**config.mk**
```make
export PLATFORM = sky130hd
export DESIGN_NAME = esc_div_cell
export DESIGN_NICKNAME = d
export VERILOG_FILES = /design/src/sv/esc_pkg.sv /design/src/sv/esc_div_cell.sv
export SDC_FILE = /design/constraint.sdc
export NUM_CORES = 1
export LEC_CHECK = 0
export ABC_AREA = 1
export BUFFER_PORTS_ARGS = -buffer_cell sky130_fd_sc_hd__buf_2
export CAP_MARGIN = 10
export CORE_AREA = 2 2 247 249
export DETAILED_ROUTE_END_ITERATION = 8
export DIE_AREA = 0 0 249 251
export GPL_ROUTABILITY_DRIVEN = 0
export PLACE_DENSITY_LB_ADDON = 0.15
export SLEW_MARGIN = 0
export SYNTH_ARGS = -nofsm -noshare
export SYNTH_HDL_FRONTEND = slang
export SYNTH_SLANG_ARGS = --single-unit
export TNS_END_PERCENT = 5
```
**constraint.sdc**
```tcl
create_clock -name clk -period 9.6 [get_ports clk]
set_clock_uncertainty 0.05 [all_clocks]
set_input_delay 1.44 -clock clk [delete_from_list [all_inputs] [get_ports clk]]
set_output_delay 1.44 -clock clk [all_outputs]
set_load 0.05 [all_outputs]
```
**src/sv/esc_pkg.sv**
```systemverilog
`timescale 1ns / 1ps
package esc_pkg;

  localparam logic [19:0] SKIP_RAW20 = 20'h80000;
  localparam logic [15:0] SKIP_RAW16 = 16'h8000;
  localparam logic [20:0] PRESS_RAW_BASE = 21'd1048576;
  localparam logic [63:0] T_FINE_PRESS = 64'd128000;
  localparam logic [31:0] T_FINE_HUM = 32'd76800;
  localparam logic [63:0] PRESS_OFFSET = 64'd140737488355328;
  localparam logic [63:0] PRESS_SCALE = 64'd3125;
  localparam logic [31:0] HUM_MAX = 32'd419430400;
  localparam logic [16:0] HUM_OUT_MAX = 17'd102400;
  localparam int DIV_CELLS = 64;

  localparam logic [1:0] ST_OK = 2'd0;
  localparam logic [1:0] ST_SKIP = 2'd1;
  localparam logic [1:0] ST_ZERO = 2'd2;

  typedef struct packed {
    logic [15:0] t1;
    logic [15:0] t2;
    logic [15:0] t3;
    logic [15:0] p1;
    logic [15:0] p2;
    logic [15:0] p3;
    logic [15:0] p4;
    logic [15:0] p5;
    logic [15:0] p6;
    logic [15:0] p7;
    logic [15:0] p8;
    logic [15:0] p9;
    logic [7:0]  h1;
    logic [15:0] h2;
    logic [7:0]  h3;
    logic [11:0] h4;
    logic [11:0] h5;
    logic [7:0]  h6;
  } cal_t;

  // partial products of a 64-bit product taken mod 2^64
  typedef struct packed {
    logic [63:0] lo;
    logic [31:0] mid;
  } pp_t;

  // fields that ride along the quotient chain
  typedef struct packed {
    logic        skip;
    logic        zero;
    logic        neg;
    logic [31:0] fine_temp;
    logic [23:0] temp_centi;
    logic [31:0] hum_x3;
    logic [31:0] hum_g;
  } side_t;

  typedef struct packed {
    logic        v;
    logic [63:0] rem;
    logic [63:0] quo;
    logic [63:0] dvsr;
    side_t       side;
  } cell_t;

  typedef struct packed {
    logic        v;
    logic [31:0] fine_temp;
    logic [23:0] temp_centi;
    logic [31:0] press;
    logic [16:0] hum;
    logic [1:0]  status;
  } res_t;

  function automatic logic [63:0] sx16(logic [15:0] x);
    sx16 = 64'($signed(x));
  endfunction

  function automatic logic [31:0] mul32(logic [31:0] a, logic [31:0] b);
    mul32 = a * b;
  endfunction

  function automatic pp_t mul_pp(logic [63:0] a, logic [63:0] b);
    logic [31:0] c1;
    logic [31:0] c2;
    mul_pp.lo = {32'b0, a[31:0]} * {32'b0, b[31:0]};
    c1 = a[31:0] * b[63:32];
    c2 = a[63:32] * b[31:0];
    mul_pp.mid = c1 + c2;
  endfunction

  function automatic logic [63:0] mul_fin(pp_t p);
    mul_fin = p.lo + {p.mid, 32'b0};
  endfunction

  // signed shift that rounds toward zero
  function automatic logic [31:0] sdiv32(logic [31:0] x, int unsigned k);
    logic [31:0] b;
    b = x[31] ? ((32'd1 << k) - 32'd1) : 32'd0;
    sdiv32 = 32'($signed(x + b) >>> k);
  endfunction

  function automatic logic [63:0] sdiv64(logic [63:0] x, int unsigned k);
    logic [63:0] b;
    b = x[63] ? ((64'd1 << k) - 64'd1) : 64'd0;
    sdiv64 = 64'($signed(x + b) >>> k);
  endfunction

endpackage

```
**src/sv/esc_div_cell.sv**
```systemverilog
`timescale 1ns / 1ps
module esc_div_cell (
  input  logic           clk,
  input  logic           rst_n,
  input  logic           en,
  input  esc_pkg::cell_t d_in,
  output esc_pkg::cell_t d_out
);

  logic [64:0] trial;
  logic [64:0] diff;
  logic        ge;
  esc_pkg::cell_t cell_nxt;
  esc_pkg::cell_t cell_r;

  // one restoring step: bring down the next dividend bit, subtract if it fits
  always_comb begin
    trial = {d_in.rem, d_in.quo[63]};
    diff  = trial - {1'b0, d_in.dvsr};
    ge    = (trial >= {1'b0, d_in.dvsr});
    cell_nxt      = d_in;
    cell_nxt.rem  = ge ? diff[63:0] : trial[63:0];
    cell_nxt.quo  = {d_in.quo[62:0], ge};
  end

  always_ff @(posedge clk) begin
    if (!rst_n) begin
      cell_r.v <= 1'b0;
    end else if (en) begin
      cell_r <= cell_nxt;
    end
  end

  assign d_out = cell_r;

endmodule

```
-- After elaboration in Yosys (flattened, before gate mapping)
Index checks and enable logic that the tools add are counted.
- bits of input ports: 319
- word-level logic and storage cells: 15
- flip-flop bits (word level): 316
- add/subtract/negate cells: 1
- muxes and demuxes: 1
- $lt $le $gt $ge: 1
- reduce and logical (&&, ||, !) cells: 1
- operator list (operator ; count):
    >= comparator 65 x 64 -> 1 bit ; 1
    two-way mux 64 bit ; 1
    subtractor 64 bit ; 1
    AND reduction 2 bit ; 1

-- Logic depth before layout (Yosys ltp)
Gate-level depths: netlist of run 1.
- word-level depth: 2
- mapped depth: 18
- gate-level depth less buffers: 17

-- Least setup slack after synthesis of run 1
Ideal clock, no wire load.
- kind: input port to flip-flop
- from: input rst_n
- to: register cell_r (netlist bit d_out[0]) (enable)
- slack: 1377 ps
- data required time: 8885 ps
- arrival: 7508 ps
- stages: 2
- path through: nand2_1 > inv_1
- cells in the longest elaborated chain, start to end: 1
- RTL lines (element ; RTL line ; text):
    from (decl) ; esc_div_cell.sv:4 ; input logic rst_n,
    AND reduction 2 bit (no source line) ; n/a ;
    to (signal assigned) ; esc_div_cell.sv:30 ; cell_r <= cell_nxt;
    to (decl) ; esc_div_cell.sv:14 ; esc_pkg::cell_t cell_r;
No other way between the ends.
A chain may end at the register's enable or synchronous reset.

==> results.sh, run 1 <==
export IMPL_grt_pass1_vias=15000
export IMPL_post_cts_resized=0
export IMPL_synth_top_cell_area_share=0.563
export IMPL_antenna_found_initial=17
export IMPL_synth_fa_ha_area_frac=0.0488
export IMPL_cts_sinks=316
export IMPL_maxSlewViolCount=0
export IMPL_grtUsageTotal=0.220
export IMPL_whs_endpoint="d_out[315]"
export IMPL_clock_fmax_mhz=249
export IMPL_reg2reg_slack_ns=8.91
export IMPL_status="finished, final reports clean"
export IMPL_synth_xor_area_share=0.0162
export IMPL_rsz0062_at_grt="false"
export IMPL_synth_nets=2269
export IMPL_largest_reg_flops=316
export IMPL_grt_max_degree=118
export IMPL_critical_path_class="input pin to register"
export IMPL_synth_simple_area_share=0.257
export IMPL_cts_hold_buf=0
export IMPL_final_nets=2929
export IMPL_totalWireLength_mm=70.7
export IMPL_ir_worst_vdd_uv=117
export IMPL_die_area_sq_um=62500
export IMPL_drive_gt1_frac=0.302
export IMPL_hold_depth=2
export IMPL_root_buffer="clkbuf_16"
export IMPL_cp_arrival_ns=4.25
export IMPL_start_kind="input pin"
export IMPL_cts_buffers_inserted=39
export IMPL_die_height_um=251
export IMPL_synth_cells=1885
export IMPL_avgSynthCellArea_sq_um=8.92
export IMPL_yosysTopAreaCell="edfxtp_1"
export IMPL_antenna_left=0
export IMPL_cts_tree="yes"
export IMPL_rows=90
export IMPL_fin_crit_sh=0.418
export IMPL_yosys_top_cells_area="edfxtp_1 (56%), nand2_1 (15%), inv_1 (8.3%), ha_1 (4.8%), nand3_1 (4.2%)"
export IMPL_yosysWarningCount=0
export IMPL_die_w_um=249
export IMPL_synth_top_family_by_area="simple AND/OR/NAND/NOR gates"
export IMPL_syn_area_sq_um=16800
export IMPL_grt_pass1_wl_mm=101
export IMPL_synth_seq_cells=316
export IMPL_tns_ns=0
export IMPL_power_density_nw_per_um2=188
export IMPL_setup_viol=0
export IMPL_end_kind="register"
export IMPL_initial_core_util=0.281
export IMPL_vias_per_cell=4.43
export IMPL_grt_ovfl_total=0
export IMPL_cts_path_max_buffers=3
export IMPL_io_buffer_count=634
export IMPL_r2r_end="d_out[315]"
export IMPL_clk_latency_ns=0.55
export IMPL_max_slew_margin=0.326
export IMPL_r2r_start="d_out[315]"
export IMPL_synth_cell_types=39
export IMPL_ys_seq_area_frac=0.564
export IMPL_areaGrowthSynthToFinish_pct=31.3
export IMPL_period_needed_ns=4.02
export IMPL_synth_compound_area_frac=0.0177
export IMPL_synth_mux_area_frac=0
export IMPL_hold_path_class="register to register"
export IMPL_maxCapViolations=0
export IMPL_placed_cell_area_sq_um=20900
export IMPL_worst_slew_pin_slew_ns=1.01
export IMPL_p_leak_nw=11.1
export IMPL_path_clk_slew_ns=0.06
export IMPL_hold_violations=0
export IMPL_holdCritStartpoint="d_out[315]"
export IMPL_drcViolationCount=0
export IMPL_ios=635
export IMPL_reg2reg_depth=2
export IMPL_vias=14900
export IMPL_p_total_mw=4.15
export IMPL_fillerInstances=6360
export IMPL_place_hpwl_mm=57.8
export IMPL_core_area_sq_um=59800
export IMPL_final_area_sq_um=22100
export IMPL_first_iter_violations=857
export IMPL_required_ns=9.84
export IMPL_place_ws_ns=4.94
export IMPL_cts_setup_buffers=0
export IMPL_routedWlPerCell_um=21.1
export IMPL_crit_fanout=67
export IMPL_htree_levels=2
export IMPL_first_pass_iters=5
export IMPL_setup_ws_ns=5.58
==> final cells by class <==
cell class | instances | area, sq um | area share
Antenna cell | 4 | 10.0 | 0.000454
Clock inverter | 24 | 183 | 0.00828
Timing Repair Buffer | 638 | 3200 | 0.145
Multi-Input combinational cell | 1157 | 5710 | 0.259
Inverter | 393 | 1480 | 0.0672
Tap cell | 782 | 978 | 0.0444
Clock buffer | 44 | 1020 | 0.0461
Sequential cell | 316 | 9480 | 0.430
==> layout by cell type (no fill, tap or decap), types with 2 or more instances in the layout <==
| cell type | Yosys | final |
|---|---|---|
| and2_1 | 3 | 3 |
| or2_2 | 2 | 2 |
| buf_2 | 7 | 634 |
| inv_2 | 20 | 20 |
| and3_1 | 3 | 3 |
| nor2_4 | 6 | 6 |
| inv_1 | 373 | 372 |
| clkbuf_1 | 1 | 4 |
| nand4_1 | 7 | 7 |
| clkinv_2 | 0 | 7 |
| diode_2 | 0 | 4 |
| nor3_1 | 11 | 11 |
| nor2_2 | 20 | 20 |
| nor4_1 | 6 | 6 |
| inv_6 | 0 | 2 |
| buf_4 | 1 | 4 |
| clkinv_1 | 0 | 10 |
| nand3_1 | 141 | 141 |
| a21oi_1 | 46 | 46 |
| nand2_1 | 672 | 672 |
| nand2_2 | 26 | 26 |
| edfxtp_1 | 315 | 315 |
| clkbuf_16 | 0 | 40 |
| nor2_1 | 85 | 85 |
| ha_1 | 64 | 64 |
| bufinv_16 | 0 | 2 |
| nand3_2 | 2 | 2 |
| xor2_1 | 30 | 30 |
| o21ai_0 | 7 | 7 |
| nand3b_1 | 15 | 15 |
==> worst max path at each step <==
stage / startpoint / slack [ns] / to / cells past startpoint
after global routing: d_in[155] / 5.31 / d_out[304] / 17
final: d_in[176] / 5.58 / d_out[251] / 12
after detailed placement: d_in[178] / 4.94 / d_out[252] / 12
after floorplan: rst_n / 1.38 / d_out[0] / 2
after global placement: d_in[178] / 5.04 / d_out[252] / 12
after CTS: d_in[178] / 5.55 / d_out[251] / 12
==> critical path, cell delays in order <==
cell and delay (ns):
buf_2 0.09, inv_1 0.05, ha_1 0.41, nand2_2 0.12, nor2_1 0.22, nand2_1 0.18
inv_2 0.09, nand2_1 0.13, nor3_2 0.23, nand2_4 0.49, nand2_8 0.62, o21ai_0 0.15
==> cell families after synthesis <==
family | Yosys count
AOI/OAI and AO/OA | 56
xor gates and xnor gates | 31
DFF | 316
adders and majority gates | 65
and+or+nand+nor | 1005
buffers and inverters | 412
==> per-layer routing <==
metal | GRT usage | routed length [um]
met3 | 0.0493 | 4100
met2 | 0.399 | 35700
met1 | 0.252 | 28100
met4 | 0.0855 | 2720
met5 | 0 | 108
==> cells in the mapped netlist <==
master	instances
and3_1	3
a21o_1	1
buf_2	7
inv_2	20
nand4_1	7
nand3_2	2
nor4_1	6
o21ai_2	1
xnor2_1	1
a21oi_4	1
nand2_4	1
clkbuf_1	1
o21ai_0	7
nand2_8	1
nor3_2	1
nand2_1	672
edfxtp_1	315
fa_1	1
xor2_1	30
nand3_1	141
a21oi_1	46
nand2_2	26
nor2_8	1
dfxtp_1	1
inv_1	373
nor2_2	20
buf_8	1
nand3b_1	15
nor3_4	1
nor3_1	11
or2_2	2
nand3_4	1
buf_4	1
nor2_1	85
nor2_4	6
buf_1	6
and2_1	3
ha_1	64
buf_12	3
==> power by group <==
group          leakage, nW  internal (mW)  switching, mW
combinational         7.59          0.254          0.794
sequential            2.96           1.65         0.0284
clock                0.589          0.814          0.614
==> metrics by stage <==
stage	std cells	utilization	hold WS, ns
after floorplan	1885	-	0.703
after global placement	3286	0.349	0.475
after detailed placement	3286	0.349	0.507
after CTS	3354	0.369	0.513
after global routing	3357	0.369	0.544
final	3358	0.369	0.514
Power figures use the tool's default switching activity.
==> run 2: changes to the inputs <==
==> constraint.sdc (replaced) <==
create_clock -name clk -period 3.7 [get_ports clk]
set_clock_uncertainty 0.05 [all_clocks]
set_input_delay 0.555 -clock clk [delete_from_list [all_inputs] [get_ports clk]]
set_output_delay 0.555 -clock clk [all_outputs]
set_load 0.05 [all_outputs]
==> run 2 against run 1 <==
Compared with the run above: global-route usage decreased by 0.21 points; register-to-register slack got worse by 5.9 ns; largest power group unchanged; sequential share of layout area decreased by 0.20 points; die area unchanged; first-iteration DRC count increased by 15%; setup slack got worse by 4.6 ns; critical path depth increased by 3; via count decreased by 1.1%; routed wire length decreased by 1.7%.
==> results.sh, run 2 (synthesized netlist as in run 1, its figures left out) <==
export IMPL_dp_cells=3287
export IMPL_first_iter_violations=987
export IMPL_grt_ovfl_total=0
export IMPL_switchingPower_mw=3.71
export IMPL_root_buffer="clkbuf_16"
export IMPL_layout_common_cells="nand2_1 (671), buf_2 (634), inv_1 (372)"
export IMPL_ios=635
export IMPL_hold_depth=1
export IMPL_grt_pass1_vias=14900
export IMPL_pwr_share_seq=0.401
export IMPL_totalWireLength_mm=69.6
export IMPL_p_clk_frac=0.350
export IMPL_drive_gt1_frac=0.304
export IMPL_top_layer_used="met5"
export IMPL_max_slew_margin=0.462
export IMPL_power_density_nw_per_um2=490
export IMPL_rsz0062_at_grt="false"
export IMPL_grtUsageTotal=0.218
export IMPL_final_util=0.371
export IMPL_cts_sinks=316
export IMPL_cts_hold_buf=0
export IMPL_rows=90
export IMPL_first_pass_iters=5
export IMPL_largest_reg_flops=316
export IMPL_vias=14700
export IMPL_r2r_start="d_out[315]"
export IMPL_worst_slew_pin_slew_ns=0.807
export IMPL_p_leak_nw=11.2
export IMPL_reg2reg_slack_ns=3.03
export IMPL_reg2reg_depth=2
export IMPL_cts_path_max_buffers=3
export IMPL_htree_levels=2
export IMPL_layout_commonest_cell="nand2_1"
export IMPL_die_w_um=249
export IMPL_drcViolationCount=0
export IMPL_final_cell_count_no_fill=3362
export IMPL_routed_wl_met3_mm=4.75
export IMPL_post_cts_resized=0
export IMPL_ir_worst_vdd_uv=294
export IMPL_final_nets=2931
export IMPL_clock_fmax_mhz=367
export IMPL_path_clk_slew_ns=0.06
export IMPL_combPwrFrac=0.249
export IMPL_io_buffer_count=634
export IMPL_routedWlPerCell_um=20.7
export IMPL_die_height_um=251
export IMPL_met1Wirelength_mm=27.0
export IMPL_r2r_end="d_out[315]"
export IMPL_start_kind="input pin"
export IMPL_hold_path_class="input pin to register"
export IMPL_hold_violations=0
export IMPL_initial_core_util=0.281
export IMPL_cts_buffers_inserted=40
export IMPL_maxSlewViolCount=0
export IMPL_cts_setup_buffers=0
export IMPL_cts_tree="yes"
export IMPL_cp_arrival_ns=2.97
export IMPL_holdCritStartpoint="d_in[29]"
export IMPL_grt_pass1_wl_mm=100
export IMPL_grt_max_degree=134
export IMPL_whs_endpoint="d_out[29]"
export IMPL_intPower_mw=7.15
export IMPL_antenna_found_initial=21
export IMPL_crit_fanout=4
export IMPL_die_area_sq_um=62500
export IMPL_p_sw_frac=0.342
export IMPL_setup_viol=0
export IMPL_end_kind="register"
export IMPL_critical_path_class="input pin to register"
export IMPL_maxCapViolations=0
export IMPL_crit_start="d_in[148]"
export IMPL_required_ns=3.94
export IMPL_areaGrowthSynthToFinish_pct=31.9
export IMPL_antenna_left=0
export IMPL_period_needed_ns=2.72
export IMPL_clk_latency_ns=0.56
export IMPL_fin_crit_sh=0.736
export IMPL_vias_per_cell=4.38
export IMPL_wl_met2_mm=35.8
export IMPL_place_hpwl_mm=57.4
export IMPL_core_area_sq_um=59800
export IMPL_status="finished, final reports clean"
[run 2: final cells by class]
cell class / instances / area [sq um]
Timing Repair Buffer: 639 / 3240
Fill cell: 6321 / 37600
Tap cell: 782 / 978
Clock buffer: 48 / 1030
Antenna cell: 3 / 7.51
Clock inverter: 24 / 228
Inverter: 393 / 1480
Sequential cell: 316 / 9480
Multi-Input combinational cell: 1157 / 5720
[run 2: how the worst max path moves through the flow]
stage | slack, ns | to | cells past startpoint
after CTS | 0.95 | d_out[310] | 15
after global routing | 0.72 | d_out[300] | 17
final | 0.98 | d_out[310] | 15
after detailed placement | 0.36 | d_out[310] | 15
after floorplan | -2.05 | d_out[0] | 2
after global placement | 0.40 | d_out[310] | 15
[run 2: stage by stage]
| stage | TNS [ns] | area, sq um | power, mW | setup WS [ns] | hold slack [ns] |
|---|---|---|---|---|---|
| final | 0 | 22200 | 10.9 | 0.975 | 0.116 |
| after global placement | 0 | 20900 | 7.15 | 0.396 | 0.473 |
| after floorplan | -646.26 | 16800 | 6.30 | -2.05 | 0.598 |
| after global routing | 0 | 22200 | 11.4 | 0.724 | 0.0901 |
| after detailed placement | 0 | 20900 | 7.15 | 0.362 | 0.480 |
| after CTS | 0 | 22200 | 11.0 | 0.954 | 0.0831 |
[run 2: power by group through the flow]
stage / sequential, mW / clock [mW] / combinational [mW]
2_1_floorplan: 5.37 / 0 / 0.938
3_3_place_gp: 4.42 / 0 / 2.72
3_5_place_dp: 4.42 / 0 / 2.73
4_1_cts: 4.35 / 3.93 / 2.74
5_1_grt: 4.37 / 4.05 / 2.93
6_report: 4.35 / 3.80 / 2.71
[run 2: layer usage]
metal	up-vias	GRT usage
li1	7286	-
met1	6793	0.246
met2	522	0.403
met3	96	0.0588
met4	26	0.0599
met5	-	0
[run 2: critical path: stages]
cell and delay (ns):
buf_2 0.14, inv_1 0.08, ha_1 0.37, nand2_1 0.13
nor2_1 0.24, inv_1 0.06, nor2_1 0.38, and2_1 0.19
nand2_1 0.06, nand2_1 0.23, nand2_1 0.20, nand2_1 0.12
nand2_1 0.05, nand3_1 0.08, nand2_1 0.06
